===== config.mk =====
export PLATFORM = sky130hd
export DESIGN_NAME = short_string_deque_with_purge_top_flat
export DESIGN_NICKNAME = d
export VERILOG_FILES = /design/src/hw/rtl/ssdp_pkg.sv /design/src/hw/rtl/ssdp_if.sv /design/src/hw/rtl/ssdp_cell.sv /design/src/hw/rtl/short_string_deque_with_purge_top.sv /design/src/flat_wrapper.sv
export SDC_FILE = /design/constraint.sdc
export NUM_CORES = 2
export LEC_CHECK = 0
export BUFFER_PORTS_ARGS = -buffer_cell sky130_fd_sc_hd__buf_2
export CAP_MARGIN = 40
export CORE_MARGIN = 4
export CORE_UTILIZATION = 40
export CTS_BUF_LIST = sky130_fd_sc_hd__clkbuf_8
export DETAILED_ROUTE_END_ITERATION = 7
export GPL_TIMING_DRIVEN = 0
export PLACE_DENSITY = 0.58
export SLEW_MARGIN = 20
export SYNTH_ARGS = -nofsm -noshare
export SYNTH_HDL_FRONTEND = slang
export SYNTH_SLANG_ARGS = --single-unit
export TNS_END_PERCENT = 5

===== constraint.sdc =====
create_clock -name clk -period 7.8 [get_ports clk]
set_input_delay 0.78 -clock clk [delete_from_list [all_inputs] [get_ports clk]]
set_output_delay 0.78 -clock clk [all_outputs]
set_load 0.005 [all_outputs]

===== src/hw/rtl/ssdp_pkg.sv =====
package ssdp_pkg;

    localparam int DEPTH = 16;
    localparam int IDX_W = $clog2(DEPTH);
    localparam int CNT_W = $clog2(DEPTH + 1);

    typedef enum logic [2:0] {
        KIND_APPEND    = 3'd0,
        KIND_PREPEND   = 3'd1,
        KIND_DEL_LAST  = 3'd2,
        KIND_DEL_FIRST = 3'd3,
        KIND_PURGE     = 3'd4,
        KIND_READ      = 3'd5
    } kind_t;

    typedef enum logic [1:0] {
        STAT_DONE  = 2'd0,
        STAT_EMPTY = 2'd1,
        STAT_FULL  = 2'd2,
        STAT_RANGE = 2'd3
    } status_t;

    typedef struct packed {
        logic [7:0]  hi;
        logic [63:0] lo;
    } entry_t;

    typedef struct packed {
        logic             shl;
        logic             shr;
        logic             wr_en;
        logic [IDX_W-1:0] wr_idx;
        entry_t           wr_data;
    } cell_cmd_t;

    // clear every byte after the first zero byte
    function automatic entry_t canon(input logic [63:0] lo, input logic [7:0] hi);
        entry_t res;
        logic   alive;
        res   = '0;
        alive = 1'b1;
        for (int b = 0; b < 8; b++)
        begin
            if (lo[8*b +: 8] == 8'd0)
            begin
                alive = 1'b0;
            end
            if (alive)
            begin
                res.lo[8*b +: 8] = lo[8*b +: 8];
            end
        end
        if (alive)
        begin
            res.hi = hi;
        end
        return res;
    endfunction

endpackage


===== src/hw/rtl/ssdp_if.sv =====
interface ssdp_req_if;
    logic        valid;
    logic        ready;
    logic [2:0]  kind;
    logic [63:0] text_low;
    logic [7:0]  text_high;
    logic [3:0]  position;

    modport source (output valid, kind, text_low, text_high, position, input ready);
    modport sink (input valid, kind, text_low, text_high, position, output ready);
endinterface

interface ssdp_rsp_if;
    logic        valid;
    logic        ready;
    logic [1:0]  status;
    logic [4:0]  entry_total;
    logic [4:0]  removed_total;
    logic [63:0] read_low;
    logic [7:0]  read_high;

    modport source (output valid, status, entry_total, removed_total, read_low, read_high,
                    input ready);
    modport sink (input valid, status, entry_total, removed_total, read_low, read_high,
                  output ready);
endinterface


===== src/hw/rtl/ssdp_cell.sv =====
module ssdp_cell
    import ssdp_pkg::*;
(
    input  logic             clk,
    input  cell_cmd_t        cmd,
    input  logic [IDX_W-1:0] idx,
    input  entry_t           left_data,
    input  entry_t           right_data,
    output entry_t           data
);

    entry_t data_reg;
    entry_t data_next;

    always_comb
    begin
        data_next = data_reg;
        if (cmd.wr_en && (cmd.wr_idx == idx))
        begin
            data_next = cmd.wr_data;
        end
        else if (cmd.shl)
        begin
            data_next = right_data;
        end
        else if (cmd.shr)
        begin
            data_next = left_data;
        end
    end

    always_ff @(posedge clk)
    begin
        data_reg <= data_next;
    end

    assign data = data_reg;

endmodule


===== src/hw/rtl/short_string_deque_with_purge_top.sv =====
// result: valid in the cycle after the accepted beat for append, prepend, deletes and read
// purge: one stored entry compared and moved per cycle, matches dropped and the rest kept in order
// throughput: one beat per cycle while results are taken, except purge, which holds input until its walk ends
// reset: entry count, purge state and handshake state clear; cell contents are not cleared
module short_string_deque_with_purge_top
    import ssdp_pkg::*;
(
    input logic          clk,
    input logic          rst_n,
    ssdp_req_if.sink     req,
    ssdp_rsp_if.source   rsp
);

    typedef enum logic {
        ST_IDLE,
        ST_PURGE
    } state_t;

    state_t           state_reg, state_next;
    logic [CNT_W-1:0] count_reg, count_next;
    logic [CNT_W-1:0] rem_reg, rem_next;
    logic [CNT_W-1:0] kept_reg, kept_next;
    logic [CNT_W-1:0] removed_reg, removed_next;
    entry_t           key_reg, key_next;
    logic             out_valid_reg, out_valid_next;
    status_t          status_reg, status_next;
    logic [4:0]       total_reg, total_next;
    logic [4:0]       rm_reg, rm_next;
    entry_t           rdata_reg, rdata_next;

    cell_cmd_t        cmd;
    entry_t           cells [DEPTH];
    entry_t           in_key;
    logic             accept;
    logic [CNT_W-1:0] wr_pos;

    assign req.ready = (state_reg == ST_IDLE) && (!out_valid_reg || rsp.ready);
    assign accept    = req.valid && req.ready;
    assign in_key    = canon(req.text_low, req.text_high);
    assign wr_pos    = rem_reg + kept_reg - CNT_W'(1);

    always_comb
    begin
        state_next     = state_reg;
        count_next     = count_reg;
        rem_next       = rem_reg;
        kept_next      = kept_reg;
        removed_next   = removed_reg;
        key_next       = key_reg;
        out_valid_next = out_valid_reg && !rsp.ready;
        status_next    = status_reg;
        total_next     = total_reg;
        rm_next        = rm_reg;
        rdata_next     = rdata_reg;
        cmd            = '0;

        case (state_reg)
            ST_IDLE:
            begin
                if (accept)
                begin
                    out_valid_next = 1'b1;
                    status_next    = STAT_DONE;
                    rm_next        = 5'd0;
                    rdata_next     = '0;
                    case (kind_t'(req.kind))
                        KIND_APPEND:
                        begin
                            if (count_reg >= CNT_W'(DEPTH))
                            begin
                                status_next = STAT_FULL;
                            end
                            else
                            begin
                                cmd.wr_en   = 1'b1;
                                cmd.wr_idx  = IDX_W'(count_reg);
                                cmd.wr_data = in_key;
                                count_next  = count_reg + CNT_W'(1);
                            end
                        end
                        KIND_PREPEND:
                        begin
                            if (count_reg >= CNT_W'(DEPTH))
                            begin
                                status_next = STAT_FULL;
                            end
                            else
                            begin
                                cmd.shr     = 1'b1;
                                cmd.wr_en   = 1'b1;
                                cmd.wr_idx  = '0;
                                cmd.wr_data = in_key;
                                count_next  = count_reg + CNT_W'(1);
                            end
                        end
                        KIND_DEL_LAST:
                        begin
                            if (count_reg == '0)
                            begin
                                status_next = STAT_EMPTY;
                            end
                            else
                            begin
                                count_next = count_reg - CNT_W'(1);
                                rm_next    = 5'd1;
                            end
                        end
                        KIND_DEL_FIRST:
                        begin
                            if (count_reg == '0)
                            begin
                                status_next = STAT_EMPTY;
                            end
                            else
                            begin
                                cmd.shl    = 1'b1;
                                count_next = count_reg - CNT_W'(1);
                                rm_next    = 5'd1;
                            end
                        end
                        KIND_PURGE:
                        begin
                            if (count_reg == '0)
                            begin
                                status_next = STAT_EMPTY;
                            end
                            else
                            begin
                                out_valid_next = 1'b0;
                                key_next       = in_key;
                                rem_next       = count_reg;
                                kept_next      = '0;
                                removed_next   = '0;
                                state_next     = ST_PURGE;
                            end
                        end
                        KIND_READ:
                        begin
                            if (CNT_W'(req.position) >= count_reg)
                            begin
                                status_next = STAT_RANGE;
                            end
                            else
                            begin
                                rdata_next = cells[IDX_W'(req.position)];
                            end
                        end
                        default:
                        begin
                        end
                    endcase
                    total_next = 5'(count_next);
                end
            end
            ST_PURGE:
            begin
                cmd.shl     = 1'b1;
                cmd.wr_idx  = IDX_W'(wr_pos);
                cmd.wr_data = cells[0];
                if (cells[0] == key_reg)
                begin
                    removed_next = removed_reg + CNT_W'(1);
                end
                else
                begin
                    cmd.wr_en = 1'b1;
                    kept_next = kept_reg + CNT_W'(1);
                end
                rem_next = rem_reg - CNT_W'(1);
                if (rem_reg == CNT_W'(1))
                begin
                    count_next     = kept_next;
                    out_valid_next = 1'b1;
                    status_next    = STAT_DONE;
                    total_next     = 5'(kept_next);
                    rm_next        = 5'(removed_next);
                    rdata_next     = '0;
                    state_next     = ST_IDLE;
                end
            end
            default:
            begin
                state_next = ST_IDLE;
            end
        endcase
    end

    always_ff @(posedge clk or negedge rst_n)
    begin
        if (!rst_n)
        begin
            state_reg     <= ST_IDLE;
            count_reg     <= '0;
            rem_reg       <= '0;
            kept_reg      <= '0;
            removed_reg   <= '0;
            out_valid_reg <= 1'b0;
            key_reg       <= '0;
            status_reg    <= STAT_DONE;
            total_reg     <= '0;
            rm_reg        <= '0;
            rdata_reg     <= '0;
        end
        else
        begin
            state_reg     <= state_next;
            count_reg     <= count_next;
            rem_reg       <= rem_next;
            kept_reg      <= kept_next;
            removed_reg   <= removed_next;
            out_valid_reg <= out_valid_next;
            key_reg       <= key_next;
            status_reg    <= status_next;
            total_reg     <= total_next;
            rm_reg        <= rm_next;
            rdata_reg     <= rdata_next;
        end
    end

    // row of cells, position 0 holds the first entry
    for (genvar i = 0; i < DEPTH; i++)
    begin : g_cell
        entry_t left_data;
        entry_t right_data;
        if (i == 0)
        begin : g_first
            assign left_data = cmd.wr_data;
        end
        else
        begin : g_mid_l
            assign left_data = cells[i-1];
        end
        if (i == DEPTH - 1)
        begin : g_last
            assign right_data = cells[i];
        end
        else
        begin : g_mid_r
            assign right_data = cells[i+1];
        end
        ssdp_cell u_cell (
            .clk        (clk),
            .cmd        (cmd),
            .idx        (IDX_W'(i)),
            .left_data  (left_data),
            .right_data (right_data),
            .data       (cells[i])
        );
    end

    assign rsp.valid         = out_valid_reg;
    assign rsp.status        = status_reg;
    assign rsp.entry_total   = total_reg;
    assign rsp.removed_total = rm_reg;
    assign rsp.read_low      = rdata_reg.lo;
    assign rsp.read_high     = rdata_reg.hi;

endmodule


===== src/flat_wrapper.sv =====
// flat-port wrapper written by rule: the top's interface ports become plain ports
module short_string_deque_with_purge_top_flat import ssdp_pkg::*;
  (clk, rst_n, req_valid, req_kind, req_text_low, req_text_high, req_position, req_ready, rsp_valid, rsp_status, rsp_entry_total, rsp_removed_total, rsp_read_low, rsp_read_high, rsp_ready);
  ssdp_req_if req_i ();
  ssdp_rsp_if rsp_i ();
  input logic clk;
  input logic rst_n;
  input wire logic [$bits(req_i.valid)-1:0] req_valid;
  input wire logic [$bits(req_i.kind)-1:0] req_kind;
  input wire logic [$bits(req_i.text_low)-1:0] req_text_low;
  input wire logic [$bits(req_i.text_high)-1:0] req_text_high;
  input wire logic [$bits(req_i.position)-1:0] req_position;
  output wire logic [$bits(req_i.ready)-1:0] req_ready;
  output wire logic [$bits(rsp_i.valid)-1:0] rsp_valid;
  output wire logic [$bits(rsp_i.status)-1:0] rsp_status;
  output wire logic [$bits(rsp_i.entry_total)-1:0] rsp_entry_total;
  output wire logic [$bits(rsp_i.removed_total)-1:0] rsp_removed_total;
  output wire logic [$bits(rsp_i.read_low)-1:0] rsp_read_low;
  output wire logic [$bits(rsp_i.read_high)-1:0] rsp_read_high;
  input wire logic [$bits(rsp_i.ready)-1:0] rsp_ready;
  assign req_i.valid = req_valid;
  assign req_i.kind = req_kind;
  assign req_i.text_low = req_text_low;
  assign req_i.text_high = req_text_high;
  assign req_i.position = req_position;
  assign req_ready = req_i.ready;
  assign rsp_valid = rsp_i.valid;
  assign rsp_status = rsp_i.status;
  assign rsp_entry_total = rsp_i.entry_total;
  assign rsp_removed_total = rsp_i.removed_total;
  assign rsp_read_low = rsp_i.read_low;
  assign rsp_read_high = rsp_i.read_high;
  assign rsp_i.ready = rsp_ready;
  short_string_deque_with_purge_top u_core (.clk(clk), .rst_n(rst_n), .req(req_i), .rsp(rsp_i));
endmodule

# Yosys cells after proc, flatten, opt, wreduce, memory -nomap -nowiden

Cells that the tools add are included.

Reduce and logical (&&, ||, !) cells: 57
Add/subtract/negate cells: 7
Bitwise gates (word level): 3
$lt $le $gt $ge: 3
Equal/unequal tests: 30
Multiplexer cells: 122

Operators by type and width:

| cell                                                                | count |
|---|---|
| 72-bit two-way mux                                                  | 54 |
| 77-bit one-hot mux with 2 select lines                              | 2 |
| 72-bit binary-select mux with 4-bit select                          | 1 |
| 72-bit one-hot mux with 2 select lines                              | 1 |
| 79-bit two-way mux                                                  | 1 |
| 78-bit two-way mux                                                  | 1 |
| 77-bit two-way mux                                                  | 1 |
| 5-bit two-way mux                                                   | 15 |
| 72-bit == test                                                      | 1 |
| 8-bit two-way mux                                                   | 9 |
| 8-bit logical NOT                                                   | 8 |
| 5-bit one-hot mux with 2 select lines                               | 6 |
| 3-bit nonzero test                                                  | 15 |
| 4-bit == test (second input constant)                               | 8 |
| 1-bit two-way mux                                                   | 22 |
| 1-bit logical AND                                                   | 19 |
| 4-bit by 3-bit == test with 1-bit output (second input constant)    | 4 |
| 5-bit by 1-bit adder with 5-bit output (second input constant)      | 3 |
| 4-bit != test (second input constant)                               | 3 |
| 5-bit >= comparator (second input constant)                         | 2 |
| 5-bit by 1-bit subtractor with 5-bit output (second input constant) | 2 |
| 4-bit by 2-bit == test with 1-bit output (second input constant)    | 2 |
| 2-bit two-way mux                                                   | 4 |
| 2-bit != test (second input constant)                               | 4 |
| 26 further kinds                                                    | 34 |

Register bits: 1325

# Longest topological paths before layout

Depth in word-level cells: 18
Gate-level depth with buffers: 14
Gate-level depth less buffers: 12

# Hierarchy

From an unflattened synthesis, not the netlist that was laid out.

Cell total of the unflattened synthesis: 5218
Area total of the unflattened synthesis: 80890.1 um^2

Modules (own cells, without submodules):

| module                            | cells an instance | times used | seq. area each (um^2) | area each (um^2) |
|---|---|---|---|---|
| ssdp_cell                         | 238               | 16         | 2162.1                | 3958.8 |
| short_string_deque_with_purge_top | 1410              | 1          | 4329.2                | 17549.3 |

# Worst setup path before layout

OpenSTA, ideal clock, no wires.

Kind: register to register
Start point: reg u_core.kept_reg[1]
End point: reg u_core.g_cell[3].u_cell.data_reg (netlist bit u_core.g_cell[3].u_cell.data[0]), enable pin
Stages on the path, launching flop included: 13
Required time: 7.198 ns
Arrival: 7.462 ns
Library setup time: 0.602 ns
Period minus slack after synthesis: 8.064 ns
Slack: -0.264 ns
Cells stage by stage: dfrtp_1 -> inv_1 -> ha_1 -> inv_1 -> ha_1 -> fa_1 -> xnor2_1 -> xnor2_1 -> o32ai_1 -> a211oi_1 -> a21bo_1 -> buf_2 -> o21ai_0

Word-level cells in the longest chain between the ends: 6

Ends and longest elaborated chain:

| item                                        | line                                     | RTL |
|---|---|---|
| from (decl)                                 | short_string_deque_with_purge_top.sv:22  | `logic [CNT_W-1:0] kept_reg, kept_next;` |
| from (signal assigned)                      | short_string_deque_with_purge_top.sv:209 | `kept_reg <= kept_next;` |
| 4-bit adder                                 | short_string_deque_with_purge_top.sv:40  | `assign wr_pos = rem_reg + kept_reg - CNT_W'(1);` |
| 4-bit by 1-bit subtractor with 4-bit output | short_string_deque_with_purge_top.sv:40  |  |
| 77-bit one-hot mux with 2 select lines      | short_string_deque_with_purge_top.sv:57  | `case (state_reg)` |
| 4-bit by 2-bit == test with 1-bit output    | ssdp_cell.sv:18                          | `if (cmd.wr_en && (cmd.wr_idx == idx))` |
| 1-bit logical AND                           | ssdp_cell.sv:18                          |  |
| 3-bit nonzero test (no line)                | --                                       |  |
| to (signal assigned)                        | ssdp_cell.sv:34                          | `data_reg <= data_next;` |
| to (decl)                                   | ssdp_cell.sv:12                          | `entry_t data_reg;` |

Every way passes these cells.
A chain may end at the register's enable or synchronous reset.

# Worst setup path after layout

Start point: reg u_core.count_reg[4]
End point: reg u_core.g_cell[0].u_cell.data_reg (netlist bit u_core.g_cell[0].u_cell.data[52]), enable pin

Word-level cells in the longest chain between the ends: 8

Ends and longest elaborated chain:

| item                                   | line                                                                             | RTL |
|---|---|---|
| from (decl)                            | short_string_deque_with_purge_top.sv:20                                          | `logic [CNT_W-1:0] count_reg, count_next;` |
| from (signal assigned)                 | short_string_deque_with_purge_top.sv:207                                         | `count_reg <= count_next;` |
| 5-bit >= comparator                    | short_string_deque_with_purge_top.sv:69, short_string_deque_with_purge_top.sv:83 |  |
| 77-bit two-way mux                     | short_string_deque_with_purge_top.sv:69                                          | `if (count_reg >= CNT_W'(DEPTH))` |
| 77-bit one-hot mux with 2 select lines | short_string_deque_with_purge_top.sv:66                                          | `case (kind_t'(req.kind))` |
| 79-bit two-way mux *                   | short_string_deque_with_purge_top.sv:60                                          | `if (accept)` |
| 77-bit one-hot mux with 2 select lines | short_string_deque_with_purge_top.sv:57                                          |  |
| 4-bit logical NOT                      | ssdp_cell.sv:18                                                                  |  |
| 1-bit logical AND                      | ssdp_cell.sv:18                                                                  |  |
| 3-bit nonzero test (no line) *         | --                                                                               |  |
| to (signal assigned)                   | ssdp_cell.sv:34                                                                  |  |
| to (decl)                              | ssdp_cell.sv:12                                                                  |  |

Mark *: on every way between the ends. The rest lies on a longest branch, timed or not.

==> key figures <==
Run status
  – Status: complete, no violations

STA
  – Final Skew: 0.0635 ns
  – Sum Neg Setup Slack: 0 ns
  – Worst slew pin tran: 1.01 ns
  – Period utilization: 72.4%
  – Max Slew Vio Count: 0
  – Hold WS: 0.0911 ns
  – Final Critical Period: 5.65 ns
  – Setup violators final: 0
  – Final hold viol count: 0
  – Maximum clock rate: 177 MHz
  – Slew HR: 32.6%
  – RSZ-0062 raised after global routing: no
  – PnR worst setup slack: 2.15 ns

Synth
  – Sequential area share after synthesis: 51.4%
  – Post-Synthesis Cells: 5289
  – Top cells by area, synth: edfxtp_1, mux2i_1, mux4_2
  – Synth unique cells: 61
  – Synth top area share: 45.7%
  – Total nets after synthesis: 5389
  – Mux contribution to synthesized area: 37.4%
  – Synth Flop Type: edfxtp_1
  – EDFF count, synth: 1152
  – Synth Warn #: 0
  – Async set-reset flop share out of synthesis: 13.1%
  – Post-synthesis adder-cell area fraction: 0.301%
  – Post-synthesis xor/xnor area fraction: 0.971%
  – Complex-gate fraction of the synthesized area: 3.64%
  – Simple-gate area share of the yosys netlist: 2.93%
  – Mapped Area: 75800 sq um
  – Cell taking the most area after synthesis: edfxtp_1
  – Synthesized flop and latch total: 1325
  – Largest family of logic cells by synthesized area: multiplexers
  – Synth Area per Inst: 14.3 sq um

Hold path
  – Hold Path Class: input port to register

Route
  – DR DRC count: 0
  – Initial detailed-routing violation count: 5640
  – Drt pass-1 iters: 6
  – Post-route ant nets: 0
  – Wire length per cell: 31.9 um
  – Vias/cell: 6.01
  – Vias: 51400
  – Drt total wl: 273 mm

Critical path
  – Worst path cell trace: buf_2 > nor3_1 > nand4_1 > o32ai_1 > a211oi_1 > a21boi_1 > nand2_1 > clkbuf_1 > nand2_4 > buf_12
  – Worst path top cell family by delay: simple AND/OR/NAND/NOR gates
  – Worst path max stage delay: 0.85 ns
  – Startpoint types: register
  – Critical-path top delay cell: o32ai_1
  – CP arrival: 6.34 ns
  – Crit path required time: 8.50 ns
  – R2R Setup Slk: 2.15 ns
  – Worst-path maximum fanout: 37
  – Buffers & Inverters on Critical Path: 3
  – CP Class: register to register
  – Worst setup EP type: register

Die
  – Initial Util: 40.3%
  – Io pins: 169
  – Die height: 443 um
  – Placeable Area: 188000 sq um
  – Die Span X: 443 um
  – Row count: 159
  – Die area: 196000 sq um

GRT
  – GRT Overall Usage: 27.1%
  – Vias in the first global route: 51900
  – GRT Residual Overflow: 0
  – Largest net degree at the start of global routing: 83
  – Antenna violations before repair: 18
  – Global-route wire length before repair: 386 mm

Layout
  – Final core utilization: 46.2%
  – Post-route cell area: 86900 sq um
  – Max reg flops: 1152
  – Synth-to-Final Area Change: 14.7%
  – Final nets: 5932
  – Share of post-route cells with drive strength above 1: 20.6%

Placed design
  – Routability congestion estimate: 0.894
  – Pre-CTS WS: 2.37 ns
  – DP Area: 81800 sq um
  – DP HPWL: 208 mm
  – Number of I/O port buffers: 167

Pwr
  – Leak pwr: 35.0 nW
  – Worst IR drop on VDD: 0.464 mV
  – Pwr per Cell Area: 513 nW/um^2

CTS
  – CTS Root Cell: clkbuf_8
  – Clock Tree Buf Depth: 3
  – Worst-path clk slew: 0.07 ns
  – # Post-CTS Setup Buffers: 0
  – Cts hold-fix bufs: 6
  – CTS tree: built
  – Cts repair resizes: 0
  – H-tree levels: 4
  – Clock Latency Late Sink: 1.03 ns
  – Num CTS Buffers: 234
  – Sinks on Clock Net: 1325

Run
  – MaxCap Viol Count: 0
per-stage QoR:
stage | cells | power (mW)
CTS | 8517 | 44.3
global route | 8542 | 46.6
finish | 8544 | 44.6
global placement | 7951 | 36.6
detailed placement | 8063 | 37.6
floorplan | 5289 | 29.6
cell families after synthesis:
group / Yosys count
muxes: 2381
AOI/OAI and AO/OA: 411
adders and majority gates: 17
buffers and inverters: 562
DFF: 1325
and+or+nand+nor: 509
xor gates and xnor gates: 84
worst reg2reg max path: cells and delay by family, from the launching register on:
kind,cells,cell delay (ns)
simple gates,4,2.17
buf+inv,3,1.32
compound gates,3,1.21
flops,1,0.60
cells in the final DEF, fill, tap and decap left out, types with 70 or more instances in the layout:
master / synthesis / layout
dfrtp_1: 173 / 173
buf_2: 106 / 280
inv_1: 91 / 181
clkbuf_8: 0 / 289
clkbuf_1: 229 / 213
buf_4: 79 / 84
edfxtp_1: 1152 / 1152
a21oi_1: 88 / 88
mux4_2: 360 / 360
nand2_1: 214 / 202
mux2i_1: 2019 / 2019
a22oi_1: 125 / 125
buf_6: 0 / 70
o21ai_0: 101 / 99
nor2_1: 166 / 165
worst paths after layout:
path | start | to | cells after the start
setup / recovery | u_core.count_reg[4] | u_core.g_cell[0].u_cell.data[52] | 10
hold / removal | req_text_low[2] | u_core.key_reg[2] | 3
setup reg to reg | u_core.count_reg[4] | u_core.g_cell[0].u_cell.data[52] | 10
hold reg to reg | u_core.rsp.read_low[48] | u_core.rsp.read_low[48] | 2
max in group asynchronous | rst_n | u_core.rsp.read_low[14] | 4
min in group asynchronous | rst_n | u_core.rsp.read_low[58] | 2
report_power, final:
group	internal, mW	switching (mW)	leakage [nW]
Clock	3.44	3.18	2.78
Sequential	14.0	3.16	13.4
Combinational	8.56	12.2	18.7
Total	26.0	18.6	35.0
layer usage:
metal	global-route usage [%]	share of wire, %	vias up	wire length (um)
li1	-	-	21800	-
met1	36.5	42	26700	114000
met2	42.4	45	2368	124000
met3	4.63	7.3	508	20100
met4	13.4	5.6	2	15300
met5	0	0.0037	-	10
cell usage after synthesis (all sizes together), types with 2 or more instances:
master and number:
o31ai 5, dfrtp 173, a22o 24, a2111oi 2, inv 91, xor2 67
nand2 214, ha 15, nand4 9, o21ai 101, nor2b 6, a32o 2
o221ai 2, fa 2, clkbuf 231, nor2 169, a21oi 88, o211ai 5
a22oi 145, edfxtp 1152, nand3 34, nand3b 2, nand2b 11, nor4 28
a211oi 6, mux4 360, a31oi 6, nor3 9, xnor2 17, a32oi 2
a21o 8, mux2i 2019, mux2 2, and3 5, and2 8, or4 10
buf 240, o22ai 4
final cells by class:
cell class | count | area [sq um]
inverter | 91 | 342
antenna | 5 | 12.5
tap | 2495 | 3120
sequential | 1325 | 38900
buffer | 471 | 2230
fill | 16900 | 101000
clock inverter | 159 | 778
clock buffer | 289 | 3980
timing repair buffer | 307 | 3090
multi-input combinational | 3402 | 34500
Note: power is estimated with default switching activity, not from simulation.
